`src/fssc_pkg.sv`:
```
// shared types, constants and codes for the force seek stepper controller
`timescale 1ns / 1ps
package fssc_pkg;

  // sizes
  localparam int WINDOW_LEN    = 5;
  localparam int FORCE_BITS    = 20;
  localparam int POSITION_BITS = 24;
  localparam int STEP_BITS     = 7;
  localparam int BUDGET_BITS   = 16;
  localparam int READS_BITS    = 8;
  localparam int ADJ_BITS      = 6;
  localparam int STATUS_BITS   = 3;
  localparam int FILL_BITS     = $clog2(WINDOW_LEN + 1);
  localparam int ADDR_BITS     = 5;
  localparam int DATA_BITS     = 32;

  // fixed behavior constants
  localparam int BAND                   = 800;
  localparam int MAX_ADJUST             = 30;
  localparam int BURST                  = 100;
  localparam int DEFAULT_APPROACH_LIMIT = 1000;

  // register reset values
  localparam logic [FORCE_BITS-1:0]  TARGET_RESET   = '0;
  localparam logic [FORCE_BITS-1:0]  CEILING_RESET  = '1;
  localparam logic [FORCE_BITS-1:0]  APPROACH_RESET = FORCE_BITS'(1000);
  localparam logic [BUDGET_BITS-1:0] BUDGET_RESET   = BUDGET_BITS'(50000);
  localparam logic [READS_BITS-1:0]  READS_RESET    = READS_BITS'(50);

  // register index, taken from paddr word offset
  typedef enum logic [2:0] {
    REG_TARGET   = 3'd0,
    REG_CEILING  = 3'd1,
    REG_APPROACH = 3'd2,
    REG_BUDGET   = 3'd3,
    REG_READS    = 3'd4
  } reg_idx_t;

  // seek phase
  typedef enum logic [1:0] {
    PH_IDLE     = 2'd0,
    PH_APPROACH = 2'd1,
    PH_SEEK     = 2'd2,
    PH_WINDOW   = 2'd3
  } phase_t;

  // reported status
  typedef enum logic [STATUS_BITS-1:0] {
    ST_BUSY     = 3'd0,
    ST_OK       = 3'd1,
    ST_ADJ      = 3'd2,
    ST_UNSTABLE = 3'd3,
    ST_BAD      = 3'd4,
    ST_IDLE     = 3'd5
  } status_t;

  typedef struct packed {
    logic                  req_type;
    logic [FORCE_BITS-1:0] force_reading;
  } in_word_t;

  typedef struct packed {
    logic [STEP_BITS-1:0]            step_count;
    logic                            step_forward;
    logic signed [POSITION_BITS-1:0] position;
    logic [STATUS_BITS-1:0]          status;
    logic [FORCE_BITS-1:0]           settled_force;
  } out_word_t;

  // configuration seen by the datapath
  typedef struct packed {
    logic [FORCE_BITS-1:0]  target_force;
    logic [FORCE_BITS-1:0]  force_ceiling;
    logic [FORCE_BITS-1:0]  approach_force_limit;
    logic [BUDGET_BITS-1:0] approach_step_budget;
    logic [READS_BITS-1:0]  stable_read_limit;
  } cfg_t;

endpackage

```
`src/fssc_regs.sv`:
```
// apb configuration registers of the force seek stepper controller
`timescale 1ns / 1ps
module fssc_regs (
  input  logic                          clk,
  input  logic                          rst,
  input  logic                          psel,
  input  logic                          penable,
  input  logic                          pwrite,
  input  logic [fssc_pkg::ADDR_BITS-1:0] paddr,
  input  logic [fssc_pkg::DATA_BITS-1:0] pwdata,
  output logic [fssc_pkg::DATA_BITS-1:0] prdata,
  output fssc_pkg::cfg_t                cfg
);

  logic                          wr_en;
  fssc_pkg::reg_idx_t            idx;

  assign wr_en = psel && penable && pwrite;
  assign idx   = fssc_pkg::reg_idx_t'(paddr[fssc_pkg::ADDR_BITS-1:2]);

  // register writes
  always_ff @(posedge clk) begin
    if (rst) begin
      cfg.target_force         <= fssc_pkg::TARGET_RESET;
      cfg.force_ceiling        <= fssc_pkg::CEILING_RESET;
      cfg.approach_force_limit <= fssc_pkg::APPROACH_RESET;
      cfg.approach_step_budget <= fssc_pkg::BUDGET_RESET;
      cfg.stable_read_limit    <= fssc_pkg::READS_RESET;
    end else if (wr_en) begin
      case (idx)
        fssc_pkg::REG_TARGET: begin
          cfg.target_force <= pwdata[fssc_pkg::FORCE_BITS-1:0];
        end
        fssc_pkg::REG_CEILING: begin
          cfg.force_ceiling <= pwdata[fssc_pkg::FORCE_BITS-1:0];
        end
        fssc_pkg::REG_APPROACH: begin
          cfg.approach_force_limit <= pwdata[fssc_pkg::FORCE_BITS-1:0];
        end
        fssc_pkg::REG_BUDGET: begin
          cfg.approach_step_budget <= pwdata[fssc_pkg::BUDGET_BITS-1:0];
        end
        fssc_pkg::REG_READS: begin
          cfg.stable_read_limit <= pwdata[fssc_pkg::READS_BITS-1:0];
        end
        default: begin
        end
      endcase
    end
  end

  // read back
  always_comb begin
    case (idx)
      fssc_pkg::REG_TARGET:   prdata = fssc_pkg::DATA_BITS'(cfg.target_force);
      fssc_pkg::REG_CEILING:  prdata = fssc_pkg::DATA_BITS'(cfg.force_ceiling);
      fssc_pkg::REG_APPROACH: prdata = fssc_pkg::DATA_BITS'(cfg.approach_force_limit);
      fssc_pkg::REG_BUDGET:   prdata = fssc_pkg::DATA_BITS'(cfg.approach_step_budget);
      fssc_pkg::REG_READS:    prdata = fssc_pkg::DATA_BITS'(cfg.stable_read_limit);
      default:                prdata = '0;
    endcase
  end

endmodule

```
`src/fssc_step.sv`:
```
// seek state and per-reading step decision
`timescale 1ns / 1ps
module fssc_step (
  input  logic                 clk,
  input  logic                 rst,
  input  logic                 take,
  input  fssc_pkg::in_word_t   in_word,
  input  fssc_pkg::cfg_t       cfg,
  output fssc_pkg::out_word_t  res
);

  localparam int PB = fssc_pkg::POSITION_BITS;
  localparam int SB = fssc_pkg::STEP_BITS;
  localparam int FB = fssc_pkg::FORCE_BITS;
  localparam int WL = fssc_pkg::WINDOW_LEN;

  fssc_pkg::phase_t                  phase, phase_next;
  logic signed [PB-1:0]              position, position_next;
  logic [fssc_pkg::ADJ_BITS-1:0]     adjust_count, adjust_count_next;
  logic [FB-1:0]                     window_values [WL];
  logic [FB-1:0]                     window_values_next [WL];
  logic [fssc_pkg::FILL_BITS-1:0]    window_fill, window_fill_next;
  logic [fssc_pkg::READS_BITS-1:0]   stable_reads, stable_reads_next;
  logic [fssc_pkg::BUDGET_BITS-1:0]  approach_remaining, approach_remaining_next;
  logic [FB-1:0]                     last_settled, last_settled_next;

  logic [FB-1:0]                     r;
  logic [FB-1:0]                     lim;
  logic [FB-1:0]                     delta;
  logic                              toward_fwd;
  logic                              same;
  logic [fssc_pkg::FILL_BITS-1:0]    fill_inc;
  logic [fssc_pkg::ADJ_BITS-1:0]     adjust_inc;
  logic [SB-1:0]                     burst;
  logic [SB-1:0]                     count;
  logic                              fwd;
  logic                              move;
  fssc_pkg::status_t                 status;
  logic signed [SB:0]                move_delta;
  logic signed [PB:0]                pos_sum;

  assign r          = in_word.force_reading;
  assign lim        = (cfg.approach_force_limit == '0) ?
                      FB'(fssc_pkg::DEFAULT_APPROACH_LIMIT) : cfg.approach_force_limit;
  assign delta      = (r > cfg.target_force) ? r - cfg.target_force : cfg.target_force - r;
  assign toward_fwd = !(cfg.target_force < r);
  assign burst      = (approach_remaining < fssc_pkg::BUDGET_BITS'(fssc_pkg::BURST)) ?
                      approach_remaining[SB-1:0] : SB'(fssc_pkg::BURST);
  assign fill_inc   = (window_fill < fssc_pkg::FILL_BITS'(WL)) ?
                      window_fill + 1'b1 : window_fill;
  assign adjust_inc = adjust_count + 1'b1;

  // all older window entries equal to this reading
  always_comb begin
    same = 1'b1;
    for (int i = 0; i < WL - 1; i++) begin
      if (window_values[i] != r) same = 1'b0;
    end
  end

  // phase decision
  always_comb begin
    phase_next              = phase;
    adjust_count_next       = adjust_count;
    window_fill_next        = window_fill;
    stable_reads_next       = stable_reads;
    approach_remaining_next = approach_remaining;
    last_settled_next       = last_settled;
    for (int i = 0; i < WL; i++) window_values_next[i] = window_values[i];
    count  = '0;
    fwd    = 1'b0;
    move   = 1'b0;
    status = fssc_pkg::ST_BUSY;

    if (in_word.req_type) begin
      // start of a new seek
      if (cfg.target_force >= cfg.force_ceiling) begin
        phase_next = fssc_pkg::PH_IDLE;
        status     = fssc_pkg::ST_BAD;
      end else begin
        adjust_count_next = '0;
        if (r == '0) begin
          phase_next              = fssc_pkg::PH_APPROACH;
          approach_remaining_next = cfg.approach_step_budget;
        end else begin
          phase_next = fssc_pkg::PH_SEEK;
        end
      end
    end else begin
      case (phase)
        fssc_pkg::PH_APPROACH: begin
          if (r > lim || approach_remaining == '0) begin
            phase_next = fssc_pkg::PH_SEEK;
          end else begin
            count                   = burst;
            fwd                     = 1'b1;
            move                    = 1'b1;
            approach_remaining_next = approach_remaining -
                                      fssc_pkg::BUDGET_BITS'(burst);
          end
        end
        fssc_pkg::PH_SEEK: begin
          if (delta >= FB'(fssc_pkg::BAND)) begin
            count = SB'(1);
            fwd   = toward_fwd;
            move  = 1'b1;
          end else begin
            phase_next        = fssc_pkg::PH_WINDOW;
            window_fill_next  = '0;
            stable_reads_next = '0;
          end
        end
        fssc_pkg::PH_WINDOW: begin
          if (stable_reads >= cfg.stable_read_limit) begin
            phase_next = fssc_pkg::PH_IDLE;
            status     = fssc_pkg::ST_UNSTABLE;
          end else begin
            stable_reads_next     = stable_reads + 1'b1;
            window_values_next[0] = r;
            for (int i = 1; i < WL; i++) window_values_next[i] = window_values[i-1];
            window_fill_next = fill_inc;
            if (fill_inc >= fssc_pkg::FILL_BITS'(WL) && same) begin
              last_settled_next = r;
              if (r == cfg.target_force) begin
                phase_next = fssc_pkg::PH_IDLE;
                status     = fssc_pkg::ST_OK;
              end else begin
                adjust_count_next = adjust_inc;
                if (adjust_inc > fssc_pkg::ADJ_BITS'(fssc_pkg::MAX_ADJUST)) begin
                  phase_next = fssc_pkg::PH_IDLE;
                  status     = fssc_pkg::ST_ADJ;
                end else begin
                  count      = SB'(1);
                  fwd        = toward_fwd;
                  move       = 1'b1;
                  phase_next = fssc_pkg::PH_SEEK;
                end
              end
            end
          end
        end
        default: begin
          phase_next = fssc_pkg::PH_IDLE;
          status     = fssc_pkg::ST_IDLE;
        end
      endcase
    end
  end

  // saturating position update
  always_comb begin
    if (!move) begin
      move_delta = '0;
    end else if (fwd) begin
      move_delta = $signed({1'b0, count});
    end else begin
      move_delta = -$signed((SB + 1)'(1));
    end
    pos_sum = $signed({position[PB-1], position}) +
              $signed({{(PB - SB){move_delta[SB]}}, move_delta});
    if (pos_sum[PB] != pos_sum[PB-1]) begin
      position_next = pos_sum[PB] ? $signed({1'b1, {(PB - 1){1'b0}}}) :
                                    $signed({1'b0, {(PB - 1){1'b1}}});
    end else begin
      position_next = pos_sum[PB-1:0];
    end
  end

  // result word
  always_comb begin
    res.step_count    = count;
    res.step_forward  = fwd;
    res.position      = position_next;
    res.status        = status;
    res.settled_force = last_settled_next;
  end

  // state registers
  always_ff @(posedge clk) begin
    if (rst) begin
      phase              <= fssc_pkg::PH_IDLE;
      position           <= '0;
      adjust_count       <= '0;
      window_fill        <= '0;
      stable_reads       <= '0;
      approach_remaining <= '0;
      last_settled       <= '0;
    end else if (take) begin
      phase              <= phase_next;
      position           <= position_next;
      adjust_count       <= adjust_count_next;
      window_fill        <= window_fill_next;
      stable_reads       <= stable_reads_next;
      approach_remaining <= approach_remaining_next;
      last_settled       <= last_settled_next;
    end
  end

  // window contents, qualified by window_fill
  always_ff @(posedge clk) begin
    if (take) begin
      for (int i = 0; i < WL; i++) window_values[i] <= window_values_next[i];
    end
  end

endmodule

```
`src/fssc_outbuf.sv`:
```
// result register with a skid stage
`timescale 1ns / 1ps
module fssc_outbuf (
  input  logic                 clk,
  input  logic                 rst,
  input  logic                 take,
  input  fssc_pkg::out_word_t  res,
  output logic                 full,
  output logic                 out_valid,
  input  logic                 out_stall,
  output fssc_pkg::out_word_t  out_word
);

  logic                 skid_valid;
  fssc_pkg::out_word_t  skid_word;
  logic                 slot_free;

  assign slot_free = !out_valid || !out_stall;
  assign full      = skid_valid;

  // output slot and skid control
  always_ff @(posedge clk) begin
    if (rst) begin
      out_valid  <= 1'b0;
      skid_valid <= 1'b0;
    end else if (slot_free) begin
      if (skid_valid) begin
        out_valid  <= 1'b1;
        skid_valid <= 1'b0;
      end else begin
        out_valid <= take;
      end
    end else if (take) begin
      skid_valid <= 1'b1;
    end
  end

  // word registers
  always_ff @(posedge clk) begin
    if (slot_free) begin
      if (skid_valid) begin
        out_word <= skid_word;
      end else if (take) begin
        out_word <= res;
      end
    end else if (take) begin
      skid_word <= res;
    end
  end

endmodule

```
`src/force_seek_stepper_controller_core.sv`:
```
// top level of the force seek stepper controller
//
//   channel  direction  handshake                payload
//   in       to block   in_valid / in_stall      in_word (req_type, force_reading)
//   out      from block out_valid / out_stall    out_word (step_count .. settled_force)
//   cfg      to block   psel / penable / pwrite  paddr, pwdata, prdata
//
// one word per cycle unless in_stall is high: each reading is decided by compare
// logic between the seek state registers and the result register.
// a result is registered before out, passing the skid stage while out is stalled.
// rst is synchronous: phase idle, position and counters zero, registers at defaults.
// a stalled result parks in a skid stage; in_stall rises only while it is occupied.
`timescale 1ns / 1ps
module force_seek_stepper_controller_core (
  input  logic                           clk,
  input  logic                           rst,
  input  logic                           in_valid,
  output logic                           in_stall,
  input  fssc_pkg::in_word_t             in_word,
  output logic                           out_valid,
  input  logic                           out_stall,
  output fssc_pkg::out_word_t            out_word,
  input  logic                           psel,
  input  logic                           penable,
  input  logic                           pwrite,
  input  logic [fssc_pkg::ADDR_BITS-1:0] paddr,
  input  logic [fssc_pkg::DATA_BITS-1:0] pwdata,
  output logic [fssc_pkg::DATA_BITS-1:0] prdata,
  output logic                           pready
);

  fssc_pkg::cfg_t       cfg;
  fssc_pkg::out_word_t  res;
  logic                 take;
  logic                 full;

  assign pready   = 1'b1;
  assign in_stall = full;
  assign take     = in_valid && !full;

  // configuration registers
  fssc_regs u_regs (
    .clk     (clk),
    .rst     (rst),
    .psel    (psel),
    .penable (penable),
    .pwrite  (pwrite),
    .paddr   (paddr),
    .pwdata  (pwdata),
    .prdata  (prdata),
    .cfg     (cfg)
  );

  // seek state and decision
  fssc_step u_step (
    .clk     (clk),
    .rst     (rst),
    .take    (take),
    .in_word (in_word),
    .cfg     (cfg),
    .res     (res)
  );

  // result register
  fssc_outbuf u_outbuf (
    .clk       (clk),
    .rst       (rst),
    .take      (take),
    .res       (res),
    .full      (full),
    .out_valid (out_valid),
    .out_stall (out_stall),
    .out_word  (out_word)
  );

endmodule
```
`config.mk`:
```
export PLATFORM = sky130hd
export DESIGN_NAME = force_seek_stepper_controller_core
export DESIGN_NICKNAME = d
export VERILOG_FILES = /design/src/fssc_pkg.sv /design/src/fssc_regs.sv /design/src/fssc_step.sv /design/src/fssc_outbuf.sv /design/src/force_seek_stepper_controller_core.sv
export SDC_FILE = /design/constraint.sdc
export NUM_CORES = 1
export LEC_CHECK = 0
export BUFFER_PORTS_ARGS = -buffer_cell sky130_fd_sc_hd__buf_2
export CAP_MARGIN = 10
export CORE_UTILIZATION = 60
export CTS_CLUSTER_DIAMETER = 30
export DETAILED_ROUTE_END_ITERATION = 6
export PLACE_DENSITY = 0.8
export RECOVER_POWER = 50
export SLEW_MARGIN = 20
export SYNTH_ARGS = -nofsm -noshare
export SYNTH_HDL_FRONTEND = slang
export SYNTH_SLANG_ARGS = --single-unit
export TNS_END_PERCENT = 20
```
`constraint.sdc`:
```
create_clock -name clk -period 14.3 [get_ports clk]
set_input_delay 0 -clock clk [delete_from_list [all_inputs] [get_ports clk]]
set_output_delay 0 -clock clk [all_outputs]
set_load 0.05 [all_outputs]
```
==> flow_metrics.tcl <==
set metrics [dict create \
    status "finished with violations" \
    failed_checks "max-capacitance violations, max-slew violations" \
    syn-instance-count 2072 \
    drv_slew 300 \
    synth_area_sq_um 19700 \
    track_usage_pct 34.1 \
    gp_congestion 0.949 \
    dpl.hpwl_mm 37.8 \
    yosys_warnings 0 \
    viasPerCell 6.25 \
    rows 65 \
    cpPeakStageDelay_ps 630 \
    antenna_left 0 \
    diodes 0 \
    clock_path_buffers 3 \
    power_per_cell_area_nw_per_um2 143 \
    grt_start_max_net_pins 81 \
    clock_sinks 355 \
    critPathArrivalTime_ps 10140 \
    route.detailed.drc 0 \
    path_max_fanout 24 \
    highest-signal-layer "met4" \
    die-area_sq_um 33500 \
    power_uw 3350 \
    synth_edf_count 190 \
    grt_pass1_wl_mm 89.3 \
    drv_cap 6 \
    post_cts_buffers 0 \
    syn_to_final_growth_pct 18.6 \
    min_period_ps 9790 \
    antenna_found_initial 0 \
    setup_viol 0 \
    die_w_um 183 \
    met1_length_mm 23.3 \
    final_util_pct 73.3 \
    synth_seq_cells 355 \
    routed_wl_mm 56.9 \
    hold_buffers 44 \
    met2_wirelength_mm 26.8 \
    ctsRootBufferMaster "clkbuf_16" \
    irDropWorstVdd_mv 0.0993 \
    final_common_cell "nand2_1" \
    cpMaxStageDelayCell "clkbuf_1" \
    mostFrequentLayoutCells "227 x nand2_1, 209 x nor2_1, 190 x edfxtp_1" \
    layout-drive-gt1-share_pct 11.6 \
    core_sq_um 31900 \
    initial_core_util_pct 61.8 \
    first_global_vias 16505 \
    worstHoldPathType "in2reg" \
    crit_type "in2reg" \
    htreeDepth 3 \
    vias 17003 \
    skew_ps 27.8 \
    startpoint_type "primary input" \
    fp.dieH_um 183 \
    max_freq_ghz 0.102 \
    fin_crit_sh_pct 68.5 \
    wl_met3_mm 4.57 \
    relSlewSlack_pct -132 \
    critPathCaptureType "flip-flop" \
    first_pass_iters 6 \
    async_reset_ff_share_pct 0 \
    yosysSeqAreaShare_pct 45.8 \
    clock_latency_ps 590 \
    avgRoutedWirePerCell_um 20.9 \
    rsz0062_at_grt "no" \
    avgSynthCellArea_sq_um 9.50 \
    io_buffers 127 \
    final-hold-violation-count 0 \
    nets 2415 \
    tns_ps 0 \
    grt-ovfl-total 0 \
    clkTransAtPathRegs_ps 60 \
    fill_cells 2320 \
    max_slew.worst_pin.slew_ps 3470 \
    ios 155 \
    yosys.cell_types.count 88 \
    cts_buffers 71 \
    synthFlopType "edfxtp_1" \
    dr.first_iter.drc_count 1762 \
    cts_resized 0 \
    cts_tree "done" \
    crit_required_ps 14640 \
    p_leak_uw 0.00936 \
]
[synth_stat cells, types with 15 or more instances]
library cell | instances | area (sq um)
ha_1 | 123 | 1540
o21ai_0 | 76 | 380
mux2_2 | 70 | 788
o22ai_1 | 19 | 119
nor3_1 | 66 | 330
a21o_1 | 35 | 263
dfxtp_1 | 165 | 3300
nor4_1 | 28 | 175
nor2b_1 | 28 | 175
xnor2_1 | 22 | 193
a21oi_1 | 162 | 811
mux2i_1 | 42 | 420
nand3_1 | 59 | 295
o21a_1 | 22 | 165
o211ai_1 | 28 | 210
a211oi_1 | 15 | 113
nand4_1 | 23 | 144
edfxtp_1 | 190 | 5710
inv_1 | 109 | 409
clkbuf_1 | 79 | 297
o31ai_1 | 15 | 113
xor2_1 | 32 | 280
nand2_1 | 227 | 852
nor2_1 | 210 | 788
or3_1 | 21 | 131
[where the power goes]
part | switching, uW | total [uW] | internal, uW
Sequential | 24.7 | 1170 | 1140
Clock | 577 | 1710 | 1140
Combinational | 326 | 463 | 137
[state kept, by name, summed over array words and instances, names as in the netlist, 8 cells and up]
| signal | count |
|---|---|
| u_outbuf.out_word | 55 |
| u_outbuf.skid_word | 55 |
| u_regs.cfg | 84 |
| u_step.approach_remaining | 16 |
| u_step.last_settled | 20 |
| u_step.position | 24 |
| u_step.stable_reads | 8 |
| u_step.window_values | 80 |
[final timing paths]
check / from / end / slack [ps] / depth (start not counted)
worst min register to register: u_step.window_values[0][2]$_DFFE_PP_ / u_step.window_values[0][22]$_DFFE_PP_ / 450 / 0
worst max-delay path: in_word[5] / u_outbuf.out_word[35]$_DFFE_PP_ / 4510 / 31
worst max register to register: u_regs.cfg[65]$_SDFFE_PP0P_ / u_outbuf.out_word[35]$_DFFE_PP_ / 5080 / 28
worst min-delay path: in_word[20] / u_step.approach_remaining[0]$_SDFFE_PP0P_ / 140 / 4
[critical path: cells and delay by family]
| family | cells | cell delay, ps |
|---|---|---|
| adder cells (fa/ha/maj) | 3 | 1370 |
| multiplexers | 1 | 350 |
| AND/OR/NAND/NOR | 4 | 740 |
| XOR/XNOR | 2 | 290 |
| AO/OA/AOI/OAI | 17 | 5650 |
| buffers and inverters | 4 | 1710 |
[final cells by class]
type	count	area, sq um	share of cell area (%)
clock buffers	90	1980	8.48
repair buffers	185	1040	4.45
clock inverters	42	523	2.24
well taps	435	544	2.33
flip-flops and latches	355	9010	38.6
inverters	112	420	1.80
multi-input cells	1501	9840	42.1
[logic make-up (layout without fill, tap and decap cells)]
family,count (synthesis),in the layout,synth area share (%)
AOI/OAI and AO/OA,460,460,14.9
xor gates and xnor gates,54,54,2.40
adders and majority gates,125,125,7.97
buffers and inverters,228,429,4.71
DFF,355,355,45.8
muxes,120,120,7.05
other,2,14,0.0381
and+or+nand+nor,728,728,17.2
[layer usage]
metal / vias to the layer above / GRT usage [%]
li1: 7800 / -
met1: 8219 / 44.2
met2: 834 / 56.0
met3: 150 / 5.44
met4: 0 / 16.3
met5: - / 0
[stage by stage]
stage	area (sq um)	hold slack (ps)	worst slack (ps)	cells
4_1_cts	23500	98.8	5220	2718
3_3_place_gp	20500	261	5360	2542
2_1_floorplan	19700	98.9	4410	2084
6_report	23400	145	4510	2720
3_5_place_dp	20500	270	5280	2542
5_1_grt	23400	172	4050	2720
(Power assumes the default switching activity.)
